## src/mrpt_pkg.sv

```systemverilog
// ----------------------------------------------------------------------------
// mrpt_pkg
// Shared types and constants for the 64-bit Miller-Rabin primality tester.
// ----------------------------------------------------------------------------
`default_nettype none

package mrpt_pkg;

    localparam int unsigned WordWidth = 64;
    localparam int unsigned BaseCount = 7;
    localparam int unsigned BaseIdxWidth = 3;

    typedef logic [WordWidth-1:0] word_t;

    // Request to the modular multiplier and its status back.
    typedef struct packed {
        logic  start;
        word_t a;
        word_t b;
        word_t m;
    } mul_req_t;

    typedef struct packed {
        logic  done;
        word_t prod;
    } mul_rsp_t;

    // Fixed set of seven witness bases.
    function automatic word_t base_value(input logic [BaseIdxWidth-1:0] idx);
        word_t val;
        begin
            case (idx)
                3'd0:    val = word_t'(2);
                3'd1:    val = word_t'(325);
                3'd2:    val = word_t'(9375);
                3'd3:    val = word_t'(28178);
                3'd4:    val = word_t'(450775);
                3'd5:    val = word_t'(9780504);
                3'd6:    val = word_t'(1794265022);
                default: val = '0;
            endcase
            return val;
        end
    endfunction

endpackage

`default_nettype wire

```

## src/miller_rabin_prime_test_64.sv

```systemverilog
// ----------------------------------------------------------------------------
// miller_rabin_prime_test_64
// Miller-Rabin test of a 64-bit unsigned candidate with a fixed set of bases.
// ----------------------------------------------------------------------------
// Usage:
//   s_axis carries one candidate per transfer in tdata. m_axis returns one
//   transfer per candidate, with is_prime in tdata[0].
//   The block works on one candidate at a time: s_axis_tready is high only
//   while no test is running and no result is waiting.
//   Candidates below two, even candidates and three are answered in the cycle
//   after the input transfer.
//   Other odd candidates first strip the factors of two from n-1. Each base
//   is then reduced by repeated compare-and-subtract, followed by up to 128
//   products for the power (64 squarings and up to 64 multiplies) and up to
//   62 further squarings. Every product goes through the shared bit-serial
//   multiplier; a composite stops at the first failing base.
//   The result sits in the output register until m_axis_tready takes it;
//   a stalled receiver only holds the block in its done state.
//   Reset clears the sequencer; no result is pending after reset.
// ----------------------------------------------------------------------------
`default_nettype none

module miller_rabin_prime_test_64
    import mrpt_pkg::*;
(
    input  wire logic        clk,
    input  wire logic        rst_n,
    input  wire logic        s_axis_tvalid,
    output logic             s_axis_tready,
    input  wire logic [63:0] s_axis_tdata,   // [63:0] candidate
    output logic             m_axis_tvalid,
    input  wire logic        m_axis_tready,
    output logic [7:0]       m_axis_tdata    // [0] is_prime, [7:1] zero
);

    typedef enum logic [9:0] {
        ST_IDLE   = 10'b0000000001,
        ST_SPLIT  = 10'b0000000010,
        ST_BASE   = 10'b0000000100,
        ST_REDUCE = 10'b0000001000,
        ST_PSQ    = 10'b0000010000,
        ST_PMUL   = 10'b0000100000,
        ST_CHECK  = 10'b0001000000,
        ST_SQR    = 10'b0010000000,
        ST_WAIT   = 10'b0100000000,
        ST_DONE   = 10'b1000000000
    } state_t;

    state_t     state_reg, state_next;
    word_t      n_reg, n_next;
    word_t      d_reg, d_next;
    logic [5:0] s_reg, s_next;
    logic [5:0] r_reg, r_next;
    logic [6:0] bit_reg, bit_next;
    logic [BaseIdxWidth-1:0] base_reg, base_next;
    word_t      x_reg, x_next;
    word_t      a_reg, a_next;
    logic [4:0] red_reg, red_next;
    logic       pmul_reg, pmul_next;
    logic       res_reg, res_next;
    mul_req_t   req;
    mul_rsp_t   rsp;
    word_t      nm1;
    word_t      shifted;

    mrpt_mulmod u_mul (
        .clk  (clk),
        .rst_n(rst_n),
        .req  (req),
        .rsp  (rsp)
    );

    assign nm1     = n_reg - word_t'(1);
    assign shifted = n_reg << red_reg;

    // Sequencer: answer small and even candidates at once, else split n-1, then
    // for each base the reduction, the left-to-right power and the squaring chain.
    always_comb
    begin
        state_next = state_reg;
        n_next     = n_reg;
        d_next     = d_reg;
        s_next     = s_reg;
        r_next     = r_reg;
        bit_next   = bit_reg;
        base_next  = base_reg;
        x_next     = x_reg;
        a_next     = a_reg;
        red_next   = red_reg;
        pmul_next  = pmul_reg;
        res_next   = res_reg;
        req.start  = 1'b0;
        req.a      = x_reg;
        req.b      = x_reg;
        req.m      = n_reg;
        unique case (state_reg)
            ST_IDLE:
            begin
                if (s_axis_tvalid)
                begin
                    n_next = s_axis_tdata;
                    if (s_axis_tdata < word_t'(2))
                    begin
                        res_next   = 1'b0;
                        state_next = ST_DONE;
                    end
                    else if (!s_axis_tdata[0])
                    begin
                        res_next   = (s_axis_tdata == word_t'(2));
                        state_next = ST_DONE;
                    end
                    else if (s_axis_tdata == word_t'(3))
                    begin
                        res_next   = 1'b1;
                        state_next = ST_DONE;
                    end
                    else
                    begin
                        d_next     = s_axis_tdata - word_t'(1);
                        s_next     = '0;
                        base_next  = '0;
                        state_next = ST_SPLIT;
                    end
                end
            end
            ST_SPLIT:
            begin
                if (!d_reg[0])
                begin
                    d_next = d_reg >> 1;
                    s_next = s_reg + 6'd1;
                end
                else
                begin
                    state_next = ST_BASE;
                end
            end
            ST_BASE:
            begin
                if (base_reg == BaseIdxWidth'(BaseCount))
                begin
                    res_next   = 1'b1;
                    state_next = ST_DONE;
                end
                else
                begin
                    a_next     = base_value(base_reg);
                    red_next   = 5'd31;
                    state_next = ST_REDUCE;
                end
            end
            ST_REDUCE:
            begin
                // Restoring reduction: bases fit in 31 bits.
                if ((n_reg >> (WordWidth - 1 - 31 + 1)) == '0 &&
                    (shifted >> red_reg) == n_reg && a_reg >= shifted)
                begin
                    a_next = a_reg - shifted;
                end
                if (red_reg == '0)
                begin
                    state_next = ST_CHECK;
                    pmul_next  = 1'b1;
                end
                else
                begin
                    red_next = red_reg - 5'd1;
                end
            end
            ST_CHECK:
            begin
                if (pmul_reg)
                begin
                    // Base reduced: start the power, or skip a zero base.
                    pmul_next = 1'b0;
                    if (a_reg == '0)
                    begin
                        base_next  = base_reg + BaseIdxWidth'(1);
                        state_next = ST_BASE;
                    end
                    else
                    begin
                        x_next     = word_t'(1);
                        bit_next   = 7'd63;
                        state_next = ST_PSQ;
                    end
                end
                else if (x_reg == word_t'(1) || x_reg == nm1)
                begin
                    base_next  = base_reg + BaseIdxWidth'(1);
                    state_next = ST_BASE;
                end
                else
                begin
                    r_next     = 6'd1;
                    state_next = ST_SQR;
                end
            end
            ST_PSQ:
            begin
                req.start  = 1'b1;
                pmul_next  = 1'b0;
                state_next = ST_WAIT;
            end
            ST_PMUL:
            begin
                req.start  = 1'b1;
                req.b      = a_reg;
                pmul_next  = 1'b1;
                state_next = ST_WAIT;
            end
            ST_SQR:
            begin
                if (r_reg >= s_reg)
                begin
                    res_next   = 1'b0;
                    state_next = ST_DONE;
                end
                else
                begin
                    req.start  = 1'b1;
                    bit_next   = 7'd64;
                    state_next = ST_WAIT;
                end
            end
            ST_WAIT:
            begin
                if (rsp.done)
                begin
                    x_next = rsp.prod;
                    if (bit_reg == 7'd64)
                    begin
                        if (rsp.prod == nm1)
                        begin
                            base_next  = base_reg + BaseIdxWidth'(1);
                            state_next = ST_BASE;
                        end
                        else
                        begin
                            r_next     = r_reg + 6'd1;
                            state_next = ST_SQR;
                        end
                    end
                    else if (!pmul_reg && d_reg[bit_reg[5:0]])
                    begin
                        state_next = ST_PMUL;
                    end
                    else if (bit_reg == '0)
                    begin
                        state_next = ST_CHECK;
                        pmul_next  = 1'b0;
                    end
                    else
                    begin
                        bit_next   = bit_reg - 7'd1;
                        state_next = ST_PSQ;
                    end
                end
            end
            ST_DONE:
            begin
                if (m_axis_tready)
                begin
                    state_next = ST_IDLE;
                end
            end
            default:
            begin
                state_next = ST_IDLE;
            end
        endcase
    end

    always_ff @(posedge clk or negedge rst_n)
    begin
        if (!rst_n)
        begin
            state_reg <= ST_IDLE;
        end
        else
        begin
            state_reg <= state_next;
        end
    end

    always_ff @(posedge clk)
    begin
        n_reg    <= n_next;
        d_reg    <= d_next;
        s_reg    <= s_next;
        r_reg    <= r_next;
        bit_reg  <= bit_next;
        base_reg <= base_next;
        x_reg    <= x_next;
        a_reg    <= a_next;
        red_reg  <= red_next;
        pmul_reg <= pmul_next;
        res_reg  <= res_next;
    end

    assign s_axis_tready = (state_reg == ST_IDLE);
    assign m_axis_tvalid = (state_reg == ST_DONE);
    assign m_axis_tdata  = {7'd0, res_reg};

`ifndef ASSERT_OFF
    // Never ready for input while a result waits.
    assert property (@(posedge clk) disable iff (!rst_n) m_axis_tvalid |-> !s_axis_tready)
        else $error("input ready with result pending");
    // Every start of the multiplier is followed by a wait for its product.
    assert property (@(posedge clk) disable iff (!rst_n)
        req.start |=> state_reg == ST_WAIT)
        else $error("multiplier started outside a wait");
    // Input ready is not held after a candidate is accepted.
    assert property (@(posedge clk) disable iff (!rst_n)
        (s_axis_tvalid && s_axis_tready) |=> !s_axis_tready)
        else $error("ready held after accept");
`endif

endmodule

`default_nettype wire

```

## src/mrpt_mulmod.sv

```systemverilog
// ----------------------------------------------------------------------------
// mrpt_mulmod
// Bit-serial modular multiplier: (a * b) mod m by double-and-add, one bit
// of b per cycle. Requires a < m and b < m.
// ----------------------------------------------------------------------------
`default_nettype none

module mrpt_mulmod
    import mrpt_pkg::*;
(
    input  wire logic     clk,
    input  wire logic     rst_n,
    input  wire mul_req_t req,
    output mul_rsp_t      rsp
);

    word_t      acc_reg, acc_next;
    word_t      a_reg, a_next;
    word_t      b_reg, b_next;
    word_t      m_reg, m_next;
    logic [5:0] cnt_reg, cnt_next;
    logic       busy_reg, busy_next;
    logic       done_reg, done_next;

    word_t      dbl;
    word_t      sum;
    logic [WordWidth:0] wide;

    // One double-and-add step, each add reduced by one compare and subtract.
    always_comb
    begin
        wide = {1'b0, acc_reg} + {1'b0, acc_reg};
        dbl  = (wide >= {1'b0, m_reg}) ? WordWidth'(wide - {1'b0, m_reg})
                                       : wide[WordWidth-1:0];
        wide = {1'b0, dbl} + {1'b0, a_reg};
        sum  = (wide >= {1'b0, m_reg}) ? WordWidth'(wide - {1'b0, m_reg})
                                       : wide[WordWidth-1:0];
        if (!b_reg[WordWidth-1])
        begin
            sum = dbl;
        end
    end

    // Sequencing of the 64 steps.
    always_comb
    begin
        acc_next  = acc_reg;
        a_next    = a_reg;
        b_next    = b_reg;
        m_next    = m_reg;
        cnt_next  = cnt_reg;
        busy_next = busy_reg;
        done_next = 1'b0;
        if (req.start)
        begin
            acc_next  = '0;
            a_next    = req.a;
            b_next    = req.b;
            m_next    = req.m;
            cnt_next  = '0;
            busy_next = 1'b1;
        end
        else if (busy_reg)
        begin
            acc_next = sum;
            b_next   = {b_reg[WordWidth-2:0], 1'b0};
            cnt_next = cnt_reg + 6'd1;
            if (cnt_reg == 6'd63)
            begin
                busy_next = 1'b0;
                done_next = 1'b1;
            end
        end
    end

    always_ff @(posedge clk or negedge rst_n)
    begin
        if (!rst_n)
        begin
            busy_reg <= 1'b0;
            done_reg <= 1'b0;
            cnt_reg  <= '0;
        end
        else
        begin
            busy_reg <= busy_next;
            done_reg <= done_next;
            cnt_reg  <= cnt_next;
        end
    end

    always_ff @(posedge clk)
    begin
        acc_reg <= acc_next;
        a_reg   <= a_next;
        b_reg   <= b_next;
        m_reg   <= m_next;
    end

    assign rsp.done = done_reg;
    assign rsp.prod = acc_reg;

`ifndef ASSERT_OFF
    // Done is a single pulse that ends a busy period.
    assert property (@(posedge clk) disable iff (!rst_n) rsp.done |-> !busy_reg)
        else $error("mulmod done while busy");
    assert property (@(posedge clk) disable iff (!rst_n) rsp.done |=> !rsp.done)
        else $error("mulmod done held");
    // The result stays reduced below the modulus.
    assert property (@(posedge clk) disable iff (!rst_n) rsp.done |-> rsp.prod < m_reg)
        else $error("mulmod result not reduced");
`endif

endmodule

`default_nettype wire
```

## config.mk

```make
export PLATFORM = sky130hd
export DESIGN_NAME = miller_rabin_prime_test_64
export DESIGN_NICKNAME = d
export VERILOG_FILES = /design/src/mrpt_pkg.sv /design/src/miller_rabin_prime_test_64.sv /design/src/mrpt_mulmod.sv
export SDC_FILE = /design/constraint.sdc
export NUM_CORES = 2
export LEC_CHECK = 0
export BUFFER_PORTS_ARGS = -buffer_cell sky130_fd_sc_hd__buf_2
export CORE_UTILIZATION = 45
export CTS_CLUSTER_DIAMETER = 200
export DETAILED_ROUTE_END_ITERATION = 10
export GPL_TIMING_DRIVEN = 0
export HOLD_SLACK_MARGIN = 0.08
export PLACE_DENSITY = 0.64
export SLEW_MARGIN = 0
export SYNTH_ARGS = -nofsm -noshare
export SYNTH_HDL_FRONTEND = slang
export SYNTH_SLANG_ARGS = --single-unit
```

## constraint.sdc

```tcl
create_clock -name clk -period 10.6 [get_ports clk]
set_input_delay 0.53 -clock clk [delete_from_list [all_inputs] [get_ports clk]]
set_output_delay 0.53 -clock clk [all_outputs]
set_load 0.02 [all_outputs]
```

Word-level counts from Yosys, hierarchy flattened:

Index checks and enable logic that the tools add are counted.

* register bits after elaboration: 559
* input bits: 68
* output and inout bits: 10
* word-level logic and storage cells: 224

* $add $sub $neg: 13
* magnitude comparators: 6
* eq/ne operators: 54
* shift-type cells: 2
* multiplexer cells: 97
* reductions and logical operators: 32

Operators with widths (number)
* $mux W64: 16
* $pmux W64 S2: 3
* $pmux W31 S7: 1
* $eq A64 B64 Y1: 3
* $sub A64 B64 Y64: 3
* $add A64 B64 Y65: 2
* $ge A65 B64 Y1: 2
* $eq A64 B2 Y1 const B: 2
* $logic_not A64 Y1: 2
* $sub A64 B1 Y64 const B: 2
* $mux W10: 12
* $pmux W10 S9: 1
* $mux W6: 12
* $eq A64 B1 Y1 const B: 1
* $ge A64 B64 Y1: 1
* $lt A64 B2 Y1 const B: 1
* $shl A64 B5 Y64: 1
* $shr A64 B5 Y64: 1
* $mux W7: 9
* $ne A2 B2 Y1 const B: 23
* $mux W3: 10
* $pmux W6 S2: 2
* $pmux W7 S3: 1
* $mux W1: 19
* 49 further kinds: 74

Longest topological paths before layout:

* depth in word-level cells: 7
* depth in mapped cells: 45
* mapped depth without buffers: 39

Cells and area by module:

Synthesis repeated with hierarchy kept, for this count alone.

* cells, all modules: 5379
* area, all modules: 48137.4 µm²

Modules (own cells, without submodules)
* miller_rabin_prime_test_64: times used 1, cells each 2725, area an instance 25383.1 µm², sequential area each 8809.7 µm²
* mrpt_mulmod: times used 1, cells each 2654, area an instance 22754.3 µm², sequential area each 7247.0 µm²

Worst setup path before layout:

No wires, ideal clock.

* kind: reg-to-reg
* start: reg u_mul.m_reg[14]
* end: reg u_mul.acc_reg[40]
* library setup time: 0.351 ns
* arrival time: 8.540 ns
* required time: 10.249 ns
* path slack: 1.709 ns
* stages on the path, launching flop included: 43
* path buffers: 6
* period minus slack after synthesis: 8.891 ns
* path through: edfxtp_1 > inv_1 > ha_1 > clkbuf_1 > nand2_1 > nor4_1 > nand2b_1 > o211ai_1 > a21oi_1 > o31ai_1 > nand3_1 > a31oi_1 > a21oi_1 > clkbuf_1 > clkbuf_1 > nor2_1 > ha_1 > inv_1 > [... 7 more ...] > nand3_1 > o21ai_0 > xor2_1 > ha_1 > clkbuf_1 > and3_1 > nand2_1 > or3_1 > o22a_1 > o211ai_1 > o311ai_0 > a31oi_1 > a21oi_1 > clkbuf_1 > clkbuf_1 > o211ai_1 > o211ai_1 > a21oi_1

* word-level cells in the longest chain between the ends: 6
* elaborated cells on any way between the ends: 8
* those cells by class: 3 x add/sub; 2 x order compare; 3 x mux

Ends and longest elaborated chain
* from (decl): RTL line mrpt_mulmod.sv:20 `word_t m_reg, m_next;`
* from (signal assigned): RTL line mrpt_mulmod.sv:97 `m_reg <= m_next;`
* $sub A64 B64 Y64 / $ge A65 B64 Y1 (equally long branches): RTL line mrpt_mulmod.sv:33 `dbl = (wide >= {1'b0, m_reg}) ? WordWidth'(wide - {1'b0, m_reg})`
* $mux W64: RTL line mrpt_mulmod.sv:33
* $add A64 B64 Y65: RTL line mrpt_mulmod.sv:35 `wide = {1'b0, dbl} + {1'b0, a_reg};`
* $sub A64 B64 Y64 / $ge A65 B64 Y1 (equally long branches): RTL line mrpt_mulmod.sv:36 `sum = (wide >= {1'b0, m_reg}) ? WordWidth'(wide - {1'b0, m_reg})`
* $mux W64: RTL line mrpt_mulmod.sv:36
* $mux W64 *: RTL line mrpt_mulmod.sv:38 `if (!b_reg[WordWidth-1])`
* to (signal assigned): RTL line mrpt_mulmod.sv:94 `acc_reg <= acc_next;`
* to (decl): RTL line mrpt_mulmod.sv:17 `word_t acc_reg, acc_next;`

Every way passes the cells marked *; elsewhere a longest branch is shown, timed or not.
A chain may end at the register's enable or synchronous reset.

Worst setup path in the final report:

* start: reg u_mul.acc_reg[50]
* end: reg u_mul.acc_reg[34]

* word-level cells in the longest chain between the ends: 7
* elaborated cells on any way between the ends: 9
* those cells by class: 4 x add/sub; 2 x order compare; 3 x mux

Ends and longest elaborated chain
* $add A64 B64 Y65 *: RTL line mrpt_mulmod.sv:32 `wide = {1'b0, acc_reg} + {1'b0, acc_reg};`
* $ge A65 B64 Y1 / $sub A64 B64 Y64 (equally long branches): RTL line mrpt_mulmod.sv:33
* $mux W64 *: RTL line mrpt_mulmod.sv:33
* $add A64 B64 Y65: RTL line mrpt_mulmod.sv:35
* $sub A64 B64 Y64 / $ge A65 B64 Y1 (equally long branches): RTL line mrpt_mulmod.sv:36
* $mux W64: RTL line mrpt_mulmod.sv:36
* $mux W64 *: RTL line mrpt_mulmod.sv:38

Marked as above.

==> results.md <==
* Status: complete, but fails checks
* Failing checks: setup timing
* XOR/XNOR Fraction of Synth Area at 8.95%
* Core area at 0.102 sq mm
* CTS Root Cell: clkbuf_16
* Final core utilization at 50.3%
* Detailed-route wire length per cell at 29.0 microns
* Pleak at 19.3 nW
* Most common cell on crit path: nand4_1
* Overall Power at 7.95 mW
* Final Cell Area at 0.0513 sq mm
* GRT Overall Usage at 37.2%
* Max VDD drop at 0.187 mV
* Critical-path maximum fanout at 10
* Final setup violating endpoints at 2
* Hold WC Path Type: in2reg
* Die H at 323 microns
* Fmax at 94.1 MHz
* Shortest period the worst path allows at 10.62 ns
* Max incr delay on CP at 0.59 ns
* Adder-Cell Fraction of Synth Area at 7.66%
* CP startpoint kind: flip-flop
* Synth Area in Compound Gates at 19.5%
* Largest family of logic cells by synthesized area: compound AO/OA/AOI/OAI gates
* Bufs and invs on worst path at 7
* Clk_lat worst skew at 0.69 ns
* Final Routed Wirelength at 199 mm
* TNS Setup at -0.0355 ns
* Drt via density at 6.46
* DP Wirelength at 160 mm
* Fin. max-slew vios at 0
* IO Count at 78
* Synth area leader: edfxtp_1
* DP Area at 0.0488 sq mm
* Critical path's top delay family: compound AO/OA/AOI/OAI gates
* Largest net degree at the start of global routing at 68
* Relative slew slack at 13.4%
* # clock sinks at 559
* Routed vias at 44,400
* Cell Area, Synth at 0.0464 sq mm
* # DRC at 0
* Die Span X at 323 microns
* Dpl ws at -3.31 ns
* Nets at 5,797
* Number of buffers created by CTS at 61
* First-pass iteration count of the detailed router at 6
* Unique cell type count in the Yosys netlist at 93
* CTS clk-pin slew, worst paths at 0.07 ns
* Post-synth top area share at 30.9%
* H-tree depth at 2
* Max_cap viols at 0
* Multiplexer area fraction after synthesis at 6.63%
* Grt ovf at 0
* PnR worst setup slack at -0.0232 ns
* Slew at the pin closest to its max-slew limit at 1.30 ns
* Flops & latches, synth at 559
* Synth Area in Simple Gates at 18.7%
* Final period util at 100%
* CP max stage cell: dfxtp_1
* Starting Density at 45.5%
* Register area share after synthesis at 34.6%
* Post-Syn Instances at 5,275
* Row cnt at 117
* Initial antenna violation count at 5
* PwrDens at 155 mW/mm^2
* Vias in the first global route at 40,900
* Routability cong. at 1.07
* Ys async rst share at 3.22%
* Synth Warn # at 0
* Crit Path Category: reg2reg
* CTS tree: built
* Syn_area_per_cell at 8.80 sq um
* Layout cell share with drive strength beyond 1 at 7.89%
* Clock Path Buffers at 3
* Data required time of the critical path at 11.12 ns
* Final Skew at 0.0533 ns
* IO buf count at 70
* Synth top area cells: edfxtp_1 31%, ha_1 7.5%, xnor2_1 5.4%
* Die Area at 0.104 sq mm
* Hold Vio Cnt, Final at 0
* Area Overhead vs Synth at 10.6%
* Final ANT Viol Nets at 0
* Post-synth top flop: edfxtp_1
* Element type at the critical path end: flip-flop
* First-pass GRT wire length at 282 mm
* EDFF count, synth at 477
* Initial DRC count at 5,920
* Critical path data arrival time at 11.14 ns
## synthesized netlist by cell type, types with 48 or more instances
master,number
and2_1,83
o211ai_1,90
dfxtp_1,64
nand3_1,159
a211oi_1,48
xnor2_1,284
nor2_1,357
nand2b_1,58
mux4_2,64
nor4_1,96
nand4_1,86
nand2_1,616
xor2_1,190
nor3_1,113
a21oi_1,413
clkbuf_1,273
mux2i_1,113
edfxtp_1,477
inv_1,161
a21o_1,140
ha_1,277
nor2b_1,57
a31oi_1,61
o21ai_0,426
## cells by family after synthesis
| logic type | count (synthesis) |
|---|---|
| AOI/OAI and AO/OA | 1465 |
| xor gates and xnor gates | 474 |
| adders and majority gates | 282 |
| buffers and inverters | 473 |
| DFF | 559 |
| muxes | 222 |
| other | 1 |
| and+or+nand+nor | 1799 |
## repair_timing
action,in CTS,in global routing
buffers inserted,6,4
hold endpoints to repair,35,0
resized for setup,73,44
hold buffers,19,0
pin swaps,6,5
endpoints found under the setup margin,64,63
cloned,0,0
## path summary, 6_finish.rpt
check / from / endpoint / slack, ns / cells past startpoint
setup reg to reg: u_mul.acc_reg[50] / u_mul.acc_reg[34] / -0.02 / 39
hold / removal: s_axis_tdata[37] / n_reg[37] / 0.10 / 1
max in group asynchronous: rst_n / u_mul.cnt_reg[2] / 9.78 / 2
min in group asynchronous: rst_n / u_mul.busy_reg / 0.40 / 2
setup / recovery: u_mul.acc_reg[50] / u_mul.acc_reg[34] / -0.02 / 39
hold reg to reg: n_reg[59] / u_mul.m_reg[59] / 0.44 / 0
## through the flow
| step | hold WS (ns) | std cells |
|---|---|---|
| floorplan | 0.234 | 5281 |
| global placement | 0.436 | 6719 |
| detailed placement | 0.431 | 6731 |
| CTS | 0.0829 | 6869 |
| global route | 0.0927 | 6869 |
| finish | 0.105 | 6869 |
## cell type report
class	count	area (sq um)
multi-input combinational	4249	28900
fill	9818	50700
antenna	1	2.50
inverter	166	626
timing repair buffer	111	823
buffer	300	1290
sequential	559	16100
clock buffer	75	1600
tap	1368	1710
clock inverter	40	343
## report_power, final
| group | internal [mW] | total [mW] | leakage (nW) | switching [mW] |
|---|---|---|---|---|
| logic | 1.08 | 3.07 | 13.6 | 1.99 |
| registers | 2.54 | 2.75 | 4.72 | 0.209 |
| clock network | 1.16 | 2.13 | 0.938 | 0.971 |
| total | 4.78 | 7.95 | 19.3 | 3.17 |
## layer usage
metal  GRT usage (%)  share of wire, %  vias to the layer above
met5               0             0.018                        -
met4            19.7               6.4                        6
met3            6.22               9.7                      557
met2            57.2                43                     2566
met1            50.1                41                    21400
li1                -                 -                    19900
## cell usage in the layout, fill, tap and decap left out, drive strengths merged, types with 58 or more instances in the layout
master,instances
nor4,97
nand3,159
dfxtp,64
nand4,86
mux4,64
nor3,114
mux2i,113
ha,277
buf,130
a31oi,61
nor2,357
and2,84
xnor2,284
a21oi,413
o211ai,90
nand2,616
clkbuf,337
edfxtp,477
xor2,190
a21o,140
o21ai,426
nand2b,58
inv,171
Power figures use the tool's default switching activity.
